File: src/rtl/core/lrl_pkg.sv
// Shared types and constants for the LRU replacement list.
`timescale 1ns / 1ps
`default_nettype none
package lrl_pkg;

  localparam int unsigned FRAMES_DEF = 64;
  localparam int unsigned FRAME_W    = 6;
  localparam int unsigned REQ_W      = 2;
  localparam int unsigned SIZE_W     = 7;

  typedef enum logic [REQ_W-1:0] {
    REQ_INSERT = 2'd0,
    REQ_VICTIM = 2'd1,
    REQ_ERASE  = 2'd2
  } req_e;

  // Broadcast control from the top level to every cell.
  typedef struct packed {
    logic               accept;     // item taken this cycle: latch compare result
    logic               find;       // request looks the frame up (insert, erase)
    logic [FRAME_W-1:0] cmp_frame;  // frame to look up
    logic               exec;       // update cycle
    logic               ins;        // append ins_frame at the tail
    logic [FRAME_W-1:0] ins_frame;
  } cell_ctl_t;

endpackage
`default_nettype wire

File: src/rtl/core/lrl_cell.sv
// One list position: frame, valid bit, match flag and shift/append logic.
`timescale 1ns / 1ps
`default_nettype none
module lrl_cell (
  input  wire logic                        clk_i,
  input  wire logic                        rst_ni,
  input  wire lrl_pkg::cell_ctl_t          ctl_i,
  input  wire logic                        shift_i,
  output logic                             shift_o,
  input  wire logic                        next_valid_i,
  input  wire logic [lrl_pkg::FRAME_W-1:0] next_frame_i,
  input  wire logic                        prev_post_valid_i,
  output logic                             post_valid_o,
  output logic                             valid_o,
  output logic [lrl_pkg::FRAME_W-1:0]      frame_o,
  output logic                             kill_o
);

  logic                        valid_q, valid_d;
  logic [lrl_pkg::FRAME_W-1:0] frame_q, frame_d;
  logic                        kill_q;
  logic                        shift;
  logic                        post_valid;
  logic [lrl_pkg::FRAME_W-1:0] post_frame;

  // at or after the removed position: take the neighbor's entry
  assign shift      = shift_i | kill_q;
  assign post_valid = shift ? next_valid_i : valid_q;
  assign post_frame = shift ? next_frame_i : frame_q;

  always_comb begin
    valid_d = post_valid;
    frame_d = post_frame;
    if (ctl_i.ins && !post_valid && prev_post_valid_i) begin
      valid_d = 1'b1;
      frame_d = ctl_i.ins_frame;
    end
  end

  always_ff @(posedge clk_i or negedge rst_ni) begin
    if (!rst_ni) begin
      valid_q <= 1'b0;
      kill_q  <= 1'b0;
    end else begin
      if (ctl_i.accept) begin
        kill_q <= ctl_i.find && valid_q && (frame_q == ctl_i.cmp_frame);
      end else if (ctl_i.exec) begin
        kill_q <= 1'b0;
      end
      if (ctl_i.exec) begin
        valid_q <= valid_d;
      end
    end
  end

  always_ff @(posedge clk_i) begin
    if (ctl_i.exec) begin
      frame_q <= frame_d;
    end
  end

  assign shift_o      = shift;
  assign post_valid_o = post_valid;
  assign valid_o      = valid_q;
  assign frame_o      = frame_q;
  assign kill_o       = kill_q;

endmodule
`default_nettype wire

File: src/rtl/core/lru_replacement_list_core.sv
// Top level of the LRU replacement list: request control and row of list cells.
//
// Usage: drive req_type_i and frame_id_i and raise start_i; the item is taken
// at a rising edge where start_i is high and busy_o is low. Request codes:
// insert/touch, victim, erase; the unused code is ignored with ok_o low.
// The item is compared against every cell in the accept cycle; the next cycle
// shifts the cells after the removed entry down by one and appends an insert
// at the tail. The result (ok_o, victim_frame_o, list_size_o) is shown with
// done_o for exactly one cycle, registered at the end of the shift cycle, and
// is taken at the edge that ends it: the receiver cannot stall. busy_o is
// high for one cycle after each accept, so a new item is not taken until the
// compare cycle and the shift cycle of the cell row are through. The result
// cycle overlaps the next accept. Reset clears all valid bits and the size
// count; the list starts empty and the block is ready right after reset.
`timescale 1ns / 1ps
`default_nettype none
module lru_replacement_list_core #(
  parameter int unsigned FRAMES = lrl_pkg::FRAMES_DEF
) (
  input  wire logic                        clk_i,
  input  wire logic                        rst_ni,
  input  wire logic                        start_i,
  output logic                             busy_o,
  input  wire logic [lrl_pkg::REQ_W-1:0]   req_type_i,
  input  wire logic [lrl_pkg::FRAME_W-1:0] frame_id_i,
  output logic                             done_o,
  output logic                             ok_o,
  output logic [lrl_pkg::FRAME_W-1:0]      victim_frame_o,
  output logic [lrl_pkg::SIZE_W-1:0]       list_size_o
);

  localparam int unsigned CW = $clog2(FRAMES + 1);

  typedef enum logic {
    ST_IDLE,
    ST_EXEC
  } state_e;

  state_e                      state_q;
  logic                        accept;
  logic                        ins_q, victim_q, erase_q;
  logic [lrl_pkg::FRAME_W-1:0] frame_q;
  logic [CW-1:0]               count_q, count_d;
  logic                        done_q, ok_q;
  logic [lrl_pkg::FRAME_W-1:0] victim_q_frame;
  lrl_pkg::cell_ctl_t          ctl;

  logic [FRAMES:0]                  shift_chain;
  logic [FRAMES:0]                  post_valid_chain;
  logic [FRAMES:0]                  valid_chain;
  logic [FRAMES:0][lrl_pkg::FRAME_W-1:0] frame_chain;
  logic [FRAMES-1:0]                kill;
  logic                             hit;
  logic                             ok_d;

  assign accept = start_i && (state_q == ST_IDLE);

  always_comb begin
    ctl.accept    = accept;
    ctl.find      = (req_type_i == lrl_pkg::REQ_INSERT) || (req_type_i == lrl_pkg::REQ_ERASE);
    ctl.cmp_frame = frame_id_i;
    ctl.exec      = (state_q == ST_EXEC);
    ctl.ins       = (state_q == ST_EXEC) && ins_q;
    ctl.ins_frame = frame_q;
  end

  // victim removes the head, so the whole row shifts
  assign shift_chain[0]      = victim_q;
  assign post_valid_chain[0] = 1'b1;
  assign valid_chain[FRAMES] = 1'b0;
  assign frame_chain[FRAMES] = '0;

  for (genvar i = 0; i < FRAMES; i++) begin : g_cell
    lrl_cell u_cell (
      .clk_i             (clk_i),
      .rst_ni            (rst_ni),
      .ctl_i             (ctl),
      .shift_i           (shift_chain[i]),
      .shift_o           (shift_chain[i+1]),
      .next_valid_i      (valid_chain[i+1]),
      .next_frame_i      (frame_chain[i+1]),
      .prev_post_valid_i (post_valid_chain[i]),
      .post_valid_o      (post_valid_chain[i+1]),
      .valid_o           (valid_chain[i]),
      .frame_o           (frame_chain[i]),
      .kill_o            (kill[i])
    );
  end

  assign hit     = victim_q ? valid_chain[0] : (|kill);
  assign ok_d    = ins_q || (victim_q && valid_chain[0]) || (erase_q && (|kill));
  assign count_d = count_q - CW'(hit) + CW'(ins_q);

  always_ff @(posedge clk_i or negedge rst_ni) begin
    if (!rst_ni) begin
      state_q  <= ST_IDLE;
      ins_q    <= 1'b0;
      victim_q <= 1'b0;
      erase_q  <= 1'b0;
      count_q  <= '0;
      done_q   <= 1'b0;
      ok_q     <= 1'b0;
    end else begin
      done_q <= 1'b0;
      unique case (state_q)
        ST_IDLE: begin
          if (accept) begin
            state_q  <= ST_EXEC;
            ins_q    <= (req_type_i == lrl_pkg::REQ_INSERT) &&
                        (32'(frame_id_i) < FRAMES);
            victim_q <= (req_type_i == lrl_pkg::REQ_VICTIM);
            erase_q  <= (req_type_i == lrl_pkg::REQ_ERASE);
          end
        end
        ST_EXEC: begin
          state_q  <= ST_IDLE;
          count_q  <= count_d;
          done_q   <= 1'b1;
          ok_q     <= ok_d;
          ins_q    <= 1'b0;
          victim_q <= 1'b0;
          erase_q  <= 1'b0;
        end
        default: state_q <= ST_IDLE;
      endcase
    end
  end

  always_ff @(posedge clk_i) begin
    if (accept) begin
      frame_q <= frame_id_i;
    end
    if (state_q == ST_EXEC) begin
      victim_q_frame <= (victim_q && valid_chain[0]) ? frame_chain[0] : '0;
    end
  end

  assign busy_o         = (state_q == ST_EXEC);
  assign done_o         = done_q;
  assign ok_o           = ok_q;
  assign victim_frame_o = victim_q_frame;
  assign list_size_o    = lrl_pkg::SIZE_W'(count_q);

endmodule
`default_nettype wire

File: config.mk
export PLATFORM = sky130hd
export DESIGN_NAME = lru_replacement_list_core
export DESIGN_NICKNAME = d
export VERILOG_FILES = /design/src/rtl/core/lrl_pkg.sv /design/src/rtl/core/lrl_cell.sv /design/src/rtl/core/lru_replacement_list_core.sv
export SDC_FILE = /design/constraint.sdc
export NUM_CORES = 1
export LEC_CHECK = 0
export ABC_AREA = 0
export CORE_ASPECT_RATIO = 0.9
export CORE_MARGIN = 2
export CORE_UTILIZATION = 25
export DETAILED_ROUTE_END_ITERATION = 6
export DONT_BUFFER_PORTS = 1
export PLACE_DENSITY_LB_ADDON = 0.3
export SYNTH_ARGS = -nofsm -noshare
export SYNTH_HDL_FRONTEND = slang
export SYNTH_SLANG_ARGS = --single-unit
export TNS_END_PERCENT = 100
File: constraint.sdc
create_clock -name clk_i -period 10.9 [get_ports clk_i]
set_input_delay 1.635 -clock clk_i [delete_from_list [all_inputs] [get_ports clk_i]]
set_output_delay 1.635 -clock clk_i [all_outputs]
set_load 0.01 [all_outputs]
==> out/summary.md, run 1 <==
### Yosys
* **async set-reset flop share out of synthesis** 26.3%
* **count of cell types in the netlist** 77
* **EDFF count, synth** 396
* **Post-Syn Nets** 2,455
* **Yosys warning total** 0
* **fraction of post-synthesis cell area in the top cell type by area** 40.3%
* **dominant synthesized flop cell** sky130_fd_sc_hd__edfxtp_1
* **Syn Std Cell Area** 29,500 sq um
* **Gate Count Post-Synth** 2,436
* **count leader, synth** sky130_fd_sc_hd__edfxtp_1
* **synthesis-stage register bit count** 537
* **mean area per synthesized cell** 12.1 sq um
* **top post-synthesis cells by area** sky130_fd_sc_hd__edfxtp_1 (40%), sky130_fd_sc_hd__mux2_2 (15%), sky130_fd_sc_hd__dfrtp_1 (12%), sky130_fd_sc_hd__xnor2_1 (11%), sky130_fd_sc_hd__nand4_1 (3.0%)
* **Synth area leader** sky130_fd_sc_hd__edfxtp_1
* **sequential fraction of the synthesis area** 52.3%
* **leading post-synthesis cells by instance count** sky130_fd_sc_hd__edfxtp_1 (396), sky130_fd_sc_hd__xnor2_1 (387), sky130_fd_sc_hd__mux2_2 (384)

### STA
* **max_slew headroom** 17.0%
* **slack of the critical path** 6.04 ns
* **transition at the pin with the smallest max-transition slack** 1.25 ns
* **Final Hold Viols** 0
* **final clock skew** 0.0332 ns
* **final sum of negative setup slack** 0 ns
* **Min Clock Period, post-route** 4.86 ns
* **final slew viol count** 0
* **crit share post-route** 44.6%
* **Highest Clock Rate** 0.206 GHz
* **RSZ-0062 raised after global routing** false
* **number of endpoints failing setup at the final stage** 0

### Worst setup path
* **kind of end point of the critical path** flip-flop
* **crit-path max cell delay** 0.67 ns
* **Critical Path AT** 5.41 ns
* **CP Class** reg2reg
* **Critical Path Slowest Stage Cell** sky130_fd_sc_hd__or4_1
* **critical path, cell by cell** nor4_4 > and4b_1 > nand4_2 > or4_1 > nor2_1 > a21oi_1 > ha_1 > inv_1 > ha_1 > inv_1 > fa_1 > inv_1 > a21oi_1 > o21bai_1 > a21o_1 > a21oi_1 > mux2i_1 > xor2_1
* **Worst Setup Start Kind** flip-flop
* **Data required, critical path** 11.45 ns
* **largest driver fanout on the critical path** 10

### Detailed routing
* **drt initial violations** 1,216
* **remaining design rule violation count** 0
* **Antenna Nets Post-Route** 0
* **final routed wirelength across all metal layers** 80,300 microns
* **vias after detailed routing** 18,800
* **Routed WL per cell** 20.2 microns
* **average via count per standard cell** 4.73
* **Pre-antenna DRT Iters** 5

### Cells and area
* **share of layout cells above drive strength 1** 22.3%
* **layout filler cell count** 12,100
* **post-layout instance area** 32,900 sq um
* **Net count, final** 2,369
* **Area growth, synth to finish** 11.5%
* **count of antenna diodes in the layout** 0
* **Post-Layout Cell Count** 3,974

### Placement
* **final RePlAce weighted congestion** 0.754
* **Port Buf Inserts** 0
* **Post-DP HPWL** 47,100 microns
* **worst slack at placement** 6.05 ns
* **number of cells after detailed placement** 3,861
* **cell area after placement** 31,000 sq um

### Die
* **Die Footprint** 121,000 sq um
* **Die Y** 330 microns
* **initial core utilization** 25.2%
* **floorplan row count** 119
* **floorplan die width** 366 microns
* **Std-Cell Core Area** 117,000 sq um
* **IO Count** 27

### CTS
* **Max clock buf depth** 3
* **number of clock sinks seen by CTS** 537
* **TritonCTS clock tree** yes
* **post-CTS setup buffers** 0
* **Reg clk slew, reported paths** 0.06 ns
* **Root Driver** sky130_fd_sc_hd__clkbuf_16
* **clock insertion delay at the later pin of the skew report** 0.64 ns
* **hold_buf cts** 0
* **H-tree depth** 2
* **number of cells upsized or downsized after cts** 0
* **clock buffers created by TritonCTS** 60

### Power
* **static leakage power** 10.9 nW
* **Overall Power** 5.48 mW
* **total power per unit cell area** 167 nW/um^2
* **worst supply voltage drop on vdd** 0.000126 V

### Global routing
* **initial antenna violation count** 1
* **global router's overall resource usage** 13.1%
* **aggregate global routing overflow** 0
* **largest net degree at the start of global routing** 142
* **first-pass GRT wire length** 124,000 microns
* **via count of the first global-routing pass** 19,300

### Flow run
* **max cap viols** 0

### Worst hold path
* **path type of the worst min-delay path** reg2reg

### Run status
* **status** finished, final reports clean

stage by stage:
step	hold slack, ns	utilization [%]
CTS	0.491	28.1
detailed placement	0.477	26.5
finish	0.483	28.1
global route	0.530	28.1
global placement	0.474	26.5
floorplan	0.441	-
layout make-up:
cell class              instances  area [sq um]  area share, %
repair buffers                 18           135          0.411
multi-input cells            1703         13300           40.6
well taps                    1573          1970           5.99
inverters                      30           113          0.343
clock buffers                  79          1610           4.91
flip-flops and latches        537         15400           46.9
clock inverters                34           265          0.807
cell families after synthesis:
family                     count (synthesis)  share of synthesized area [%]
AOI/OAI and AO/OA                        281                           5.90
xor gates and xnor gates                 389                           11.6
adders and majority gates                  8                          0.365
buffers and inverters                    196                           2.54
DFF                                      537                           52.3
muxes                                    428                           16.3
and+or+nand+nor                          597                           11.0
worst paths after layout:
kind                       slack (ns)  depth (start not counted)                startpoint                   endpoint
hold / removal                   0.48                          2  g_cell[61].u_cell.kill_o   g_cell[61].u_cell.kill_o
setup reg to reg                 6.04                         18  g_cell[12].u_cell.kill_o             list_size_o[6]
min in group asynchronous        0.72                          0                    rst_ni   g_cell[36].u_cell.kill_o
setup / recovery                 6.04                         18  g_cell[12].u_cell.kill_o             list_size_o[6]
max in group asynchronous        9.91                          0                    rst_ni  g_cell[11].u_cell.valid_o
hold reg to reg                  0.48                          2  g_cell[61].u_cell.kill_o   g_cell[61].u_cell.kill_o
critical path: cells and delay by family (launching register included):
kind                       cells  cell delay, ns
AOI/OAI and AO/OA              5            0.55
xor gates and xnor gates       1            0.15
adders and majority gates      3            0.87
buffers and inverters          3            0.19
DFF                            1            0.48
muxes                          1            0.17
and+or+nand+nor                5            2.34
layer usage:
| metal | vias up | part of all wire, % | track usage, % |
|---|---|---|---|
| met4 | 0 | 2.3 | 3.60 |
| li1 | 8787 | - | - |
| met3 | 110 | 4.7 | 1.97 |
| met1 | 9504 | 50 | 19.4 |
| met5 | - | 0 | 0 |
| met2 | 400 | 43 | 20.0 |
cell usage in the layout, fill, tap and decap left out, types with 7 or more instances in the layout:
cell	instances
sky130_fd_sc_hd__edfxtp_1	396
sky130_fd_sc_hd__xnor2_1	387
sky130_fd_sc_hd__mux2_2	384
sky130_fd_sc_hd__nand2_1	153
sky130_fd_sc_hd__nand4_1	140
sky130_fd_sc_hd__dfrtp_1	140
sky130_fd_sc_hd__o21ai_0	125
sky130_fd_sc_hd__nor2_1	94
sky130_fd_sc_hd__clkbuf_16	61
sky130_fd_sc_hd__a21oi_1	56
sky130_fd_sc_hd__mux2i_1	33
sky130_fd_sc_hd__nand3_1	32
sky130_fd_sc_hd__nor3_1	29
sky130_fd_sc_hd__inv_1	28
sky130_fd_sc_hd__nand2b_1	22
sky130_fd_sc_hd__and3_1	20
sky130_fd_sc_hd__buf_4	18
sky130_fd_sc_hd__or3_1	17
sky130_fd_sc_hd__clkbuf_1	16
sky130_fd_sc_hd__clkinv_2	15
sky130_fd_sc_hd__clkinv_1	13
sky130_fd_sc_hd__a211o_1	13
sky130_fd_sc_hd__nor4_1	11
sky130_fd_sc_hd__o21bai_1	11
sky130_fd_sc_hd__and2_1	9
sky130_fd_sc_hd__o31ai_1	8
sky130_fd_sc_hd__o21a_1	8
sky130_fd_sc_hd__nand3b_1	7
sky130_fd_sc_hd__nor3_2	7
sky130_fd_sc_hd__mux2_4	7
sky130_fd_sc_hd__a21o_1	7
sky130_fd_sc_hd__ha_1	7
power by group:
part           total (mW)  internal [mW]  switching [mW]
clock network        1.99           1.13           0.861
logic               0.836          0.388           0.448
registers            2.65           2.40           0.252
state kept, by name, summed over array words and instances (netlist names):
register               flops
busy_o                     1
done_o                     1
erase_q                    1
frame_q                    6
g_cell.u_cell.frame_o    384
g_cell.u_cell.kill_o      64
g_cell.u_cell.valid_o     64
ins_q                      1
list_size_o                7
ok_o                       1
victim_frame_o             6
victim_q                   1
No activity file was read; power rests on OpenSTA's default activity.
==> run 2, diff against run 1 <==
- ABC_AREA: 0 -> 1
- clock period: 10.9 -> 4.3 ns (I/O delays scaled with it)
==> run 2 against run 1 <==
Net effect:
- hold slack worse by 0.46 ns
- register-to-register slack worse by 5.4 ns
- critical endpoint unchanged
- routed wire length grew 13%
- clock power grew to 2.7 times the previous value
- critical path type unchanged
==> out/summary.md, run 2 <==
### Yosys
* **count leader, synth** sky130_fd_sc_hd__nand2_1
* **count of cell types in the netlist** 63, -18%
* **fraction of post-synthesis cell area in the top cell type by area** 40.7%, +0.36 points
* **synthesis-stage register bit count** 537, unchanged
* **EDFF count, synth** 396, unchanged
* **Yosys warning total** 0, unchanged
* **mean area per synthesized cell** 9.12 sq um, -25%
* **Syn Std Cell Area** 29,200 sq um, -0.89%
* **sequential fraction of the synthesis area** 52.8%, +0.47 points
* **async set-reset flop share out of synthesis** 26.3%, unchanged
* **top post-synthesis cells by area** sky130_fd_sc_hd__edfxtp_1 (41%), sky130_fd_sc_hd__dfrtp_1 (12%), sky130_fd_sc_hd__nand2_1 (11%), sky130_fd_sc_hd__o21ai_0 (6.0%), sky130_fd_sc_hd__xnor2_1 (4.8%)
* **leading post-synthesis cells by instance count** sky130_fd_sc_hd__nand2_1 (881), sky130_fd_sc_hd__edfxtp_1 (396), sky130_fd_sc_hd__o21ai_0 (351)
* **Synth area leader** sky130_fd_sc_hd__edfxtp_1
* **Gate Count Post-Synth** 3,204, +32%
* **dominant synthesized flop cell** sky130_fd_sc_hd__edfxtp_1
* **Post-Syn Nets** 3,223, +31%

### CTS
* **clock insertion delay at the later pin of the skew report** 0.65 ns, about the same
* **Root Driver** sky130_fd_sc_hd__clkbuf_16
* **number of clock sinks seen by CTS** 537, unchanged
* **number of cells upsized or downsized after cts** 0, unchanged
* **H-tree depth** 2, unchanged
* **hold_buf cts** 1, +1
* **Max clock buf depth** 3, unchanged
* **post-CTS setup buffers** 0, unchanged
* **TritonCTS clock tree** yes
* **Reg clk slew, reported paths** 0.06 ns, about the same
* **clock buffers created by TritonCTS** 60, unchanged

### Cells and area
* **Area growth, synth to finish** 12.4%
* **Net count, final** 3,124, +32%
* **most frequent standard cell in the layout excluding fill and tap cells** sky130_fd_sc_hd__nand2_1
* **commonest cells after routing, fill and taps aside** sky130_fd_sc_hd__nand2_1 (880), sky130_fd_sc_hd__edfxtp_1 (396), sky130_fd_sc_hd__o21ai_0 (351)
* **layout filler cell count** 12,300, +1.9%
* **count of antenna diodes in the layout** 0, unchanged
* **post-layout instance area** 32,800 sq um, about the same
* **number of flip-flops in the largest register** 384, unchanged
* **post-layout util** 28.4%, +0.37 points
* **share of layout cells above drive strength 1** 10.6%, -12 points

### Worst setup path
* **count of cells along the worst register-to-register path** 23, +5
* **Critical Path Slowest Stage Cell** sky130_fd_sc_hd__dfrtp_1
* **kind of end point of the critical path** flip-flop
* **end of the worst register-to-register path** list_size_o[6]
* **register-to-register setup slack** 0.60 ns, -5.44 ns
* **Data required, critical path** 4.87 ns, -6.58 ns
* **Worst Setup Start Kind** flip-flop
* **Critical Path AT** 4.27 ns, -1.14 ns
* **largest driver fanout on the critical path** 3, -7
* **startpoint of the most critical register-to-register path** g_cell[16].u_cell.kill_o
* **critical path's most frequent cell** sky130_fd_sc_hd__nand2_1
* **critical path, cell by cell** nor2_2 > nand2_1 > nor2_2 > nand2_1 > nor3_1 > nand2_1 > nand2_1 > nand2_1 > ha_1 > inv_1 > ha_1 > inv_1 > fa_1 > inv_1 > a21oi_1 > nor2_1 > o21ai_0 > nand2_1 > a21oi_1 > nand2_1 > nand2_1 > nor2_1 > xor2_1
* **crit-path max cell delay** 0.41 ns, -0.26 ns
* **CP Class** reg2reg

### Die
* **Die Footprint** 120,000 sq um, -0.88%
* **initial core utilization** 25.3%, +0.12 points
* **floorplan die width** 364 microns, -0.44%
* **IO Count** 27, unchanged
* **Std-Cell Core Area** 115,000 sq um, -1.3%
* **Die Y** 328 microns, -0.44%
* **floorplan row count** 118, -0.84%

### Detailed routing
* **Pre-antenna DRT Iters** 6, +1
* **Antenna Nets Post-Route** 0, unchanged
* **drt initial violations** 2,045, +68%
* **Routed WL per cell** 19.2 microns, -4.7%
* **vias after detailed routing** 22,600, +20%
* **remaining design rule violation count** 0, unchanged
* **final routed wirelength across all metal layers** 90,800 microns, +13%
* **average via count per standard cell** 4.79, +1.2%

### STA
* **final sum of negative setup slack** 0 ns, unchanged
* **Highest Clock Rate** 0.270 GHz, +31%
* **final slew viol count** 0, unchanged
* **slack of the critical path** 0.603 ns, -5.44 ns
* **crit share post-route** 86.0%, +41 points
* **transition at the pin with the smallest max-transition slack** 1.09 ns, -0.160 ns
* **Min Clock Period, post-route** 3.70 ns, -1.16 ns
* **RSZ-0062 raised after global routing** false
* **Final Hold Slack** 0.0206 ns, -0.463 ns
* **max_slew headroom** 27.5%, +11 points
* **number of endpoints failing setup at the final stage** 0, unchanged
* **Final Hold Viols** 0, unchanged
* **final clock skew** 0.0226 ns, -0.0105 ns

### Global routing
* **global router's overall resource usage** 15.0%, +1.9 points
* **via count of the first global-routing pass** 21,400, +11%
* **largest net degree at the start of global routing** 142, unchanged
* **first-pass GRT wire length** 138,000 microns, +11%
* **aggregate global routing overflow** 0, unchanged
* **initial antenna violation count** 4, +3

### Power
* **static leakage power** 12.7 nW, +16%
* **worst supply voltage drop on vdd** 0.000299 V, +140%
* **total power per unit cell area** 439 nW/um^2, +160%

### Placement
* **Port Buf Inserts** 0, unchanged
* **Post-DP HPWL** 55,300 microns, +17%
* **worst slack at placement** 0.623 ns, -5.42 ns
* **final RePlAce weighted congestion** 0.786, +4.3%
* **cell area after placement** 30,700 sq um, -0.75%

### Flow run
* **max cap viols** 0, unchanged

### Run status
* **status** finished, final reports clean

### Worst hold path
* **path type of the worst min-delay path** in2async

[run 2: report_power, final]
part / leakage [nW] / total (mW) / switching, mW / internal [mW]
sequential: 5.50 / 6.42 / 0.363 / 6.06
clock: 1.01 / 5.47 / 2.25 / 3.23
combinational: 6.21 / 2.52 / 1.72 / 0.807
[run 2: worst max-delay path by stage]
| stage | start | end | cells after the start |
|---|---|---|---|
| final | g_cell[16].u_cell.kill_o | list_size_o[6] | 23 |
| after global routing | g_cell[16].u_cell.kill_o | list_size_o[6] | 23 |
| after CTS | g_cell[24].u_cell.kill_o | list_size_o[6] | 24 |
| after detailed placement | g_cell[24].u_cell.kill_o | list_size_o[6] | 24 |
| after global placement | g_cell[24].u_cell.kill_o | list_size_o[6] | 24 |
| after floorplan | g_cell[56].u_cell.kill_o | list_size_o[6] | 21 |
[run 2: through the flow]
step	power, mW	instances
finish	14.4	4717
CTS	14.5	4717
global route	15.1	4717
global placement	8.97	4602
detailed placement	8.98	4602
floorplan	8.31	3204
[run 2: cell families (layout without fill, tap and decap cells)]
group / after synthesis / in the layout / synth area share, %
and+or+nand+nor: 1447 / 1447 / 22.8
AOI/OAI and AO/OA: 614 / 614 / 12.1
DFF: 537 / 537 / 52.8
buffers and inverters: 362 / 315 / 4.84
xor gates and xnor gates: 236 / 236 / 7.07
adders and majority gates: 8 / 8 / 0.368
[run 2: final cells by class]
cell class / count / area, sq um / area share [%]
repair buffers: 35 / 370 / 1.13
multi-input cells: 2305 / 12400 / 37.8
flip-flops and latches: 537 / 15400 / 47.0
inverters: 166 / 629 / 1.92
well taps: 1560 / 1950 / 5.94
clock buffers: 82 / 1700 / 5.16
clock inverters: 32 / 369 / 1.12
[run 2: critical path: cells and delay by family, from the launching register on]
kind	cells	cell delay (ns)
adder cells (fa/ha/maj)	3	0.87
AO/OA/AOI/OAI	3	0.26
buffers and inverters	3	0.21
flip-flops	1	0.41
AND/OR/NAND/NOR	13	1.72
XOR/XNOR	1	0.15
[run 2: metal layers]
metal	GRT usage (%)	vias up	routed length, microns
li1	-	10800	-
met4	3.27	0	1600
met5	0	-	0
met1	22.6	11000	44800
met3	2.49	108	5840
met2	22.4	678	38500
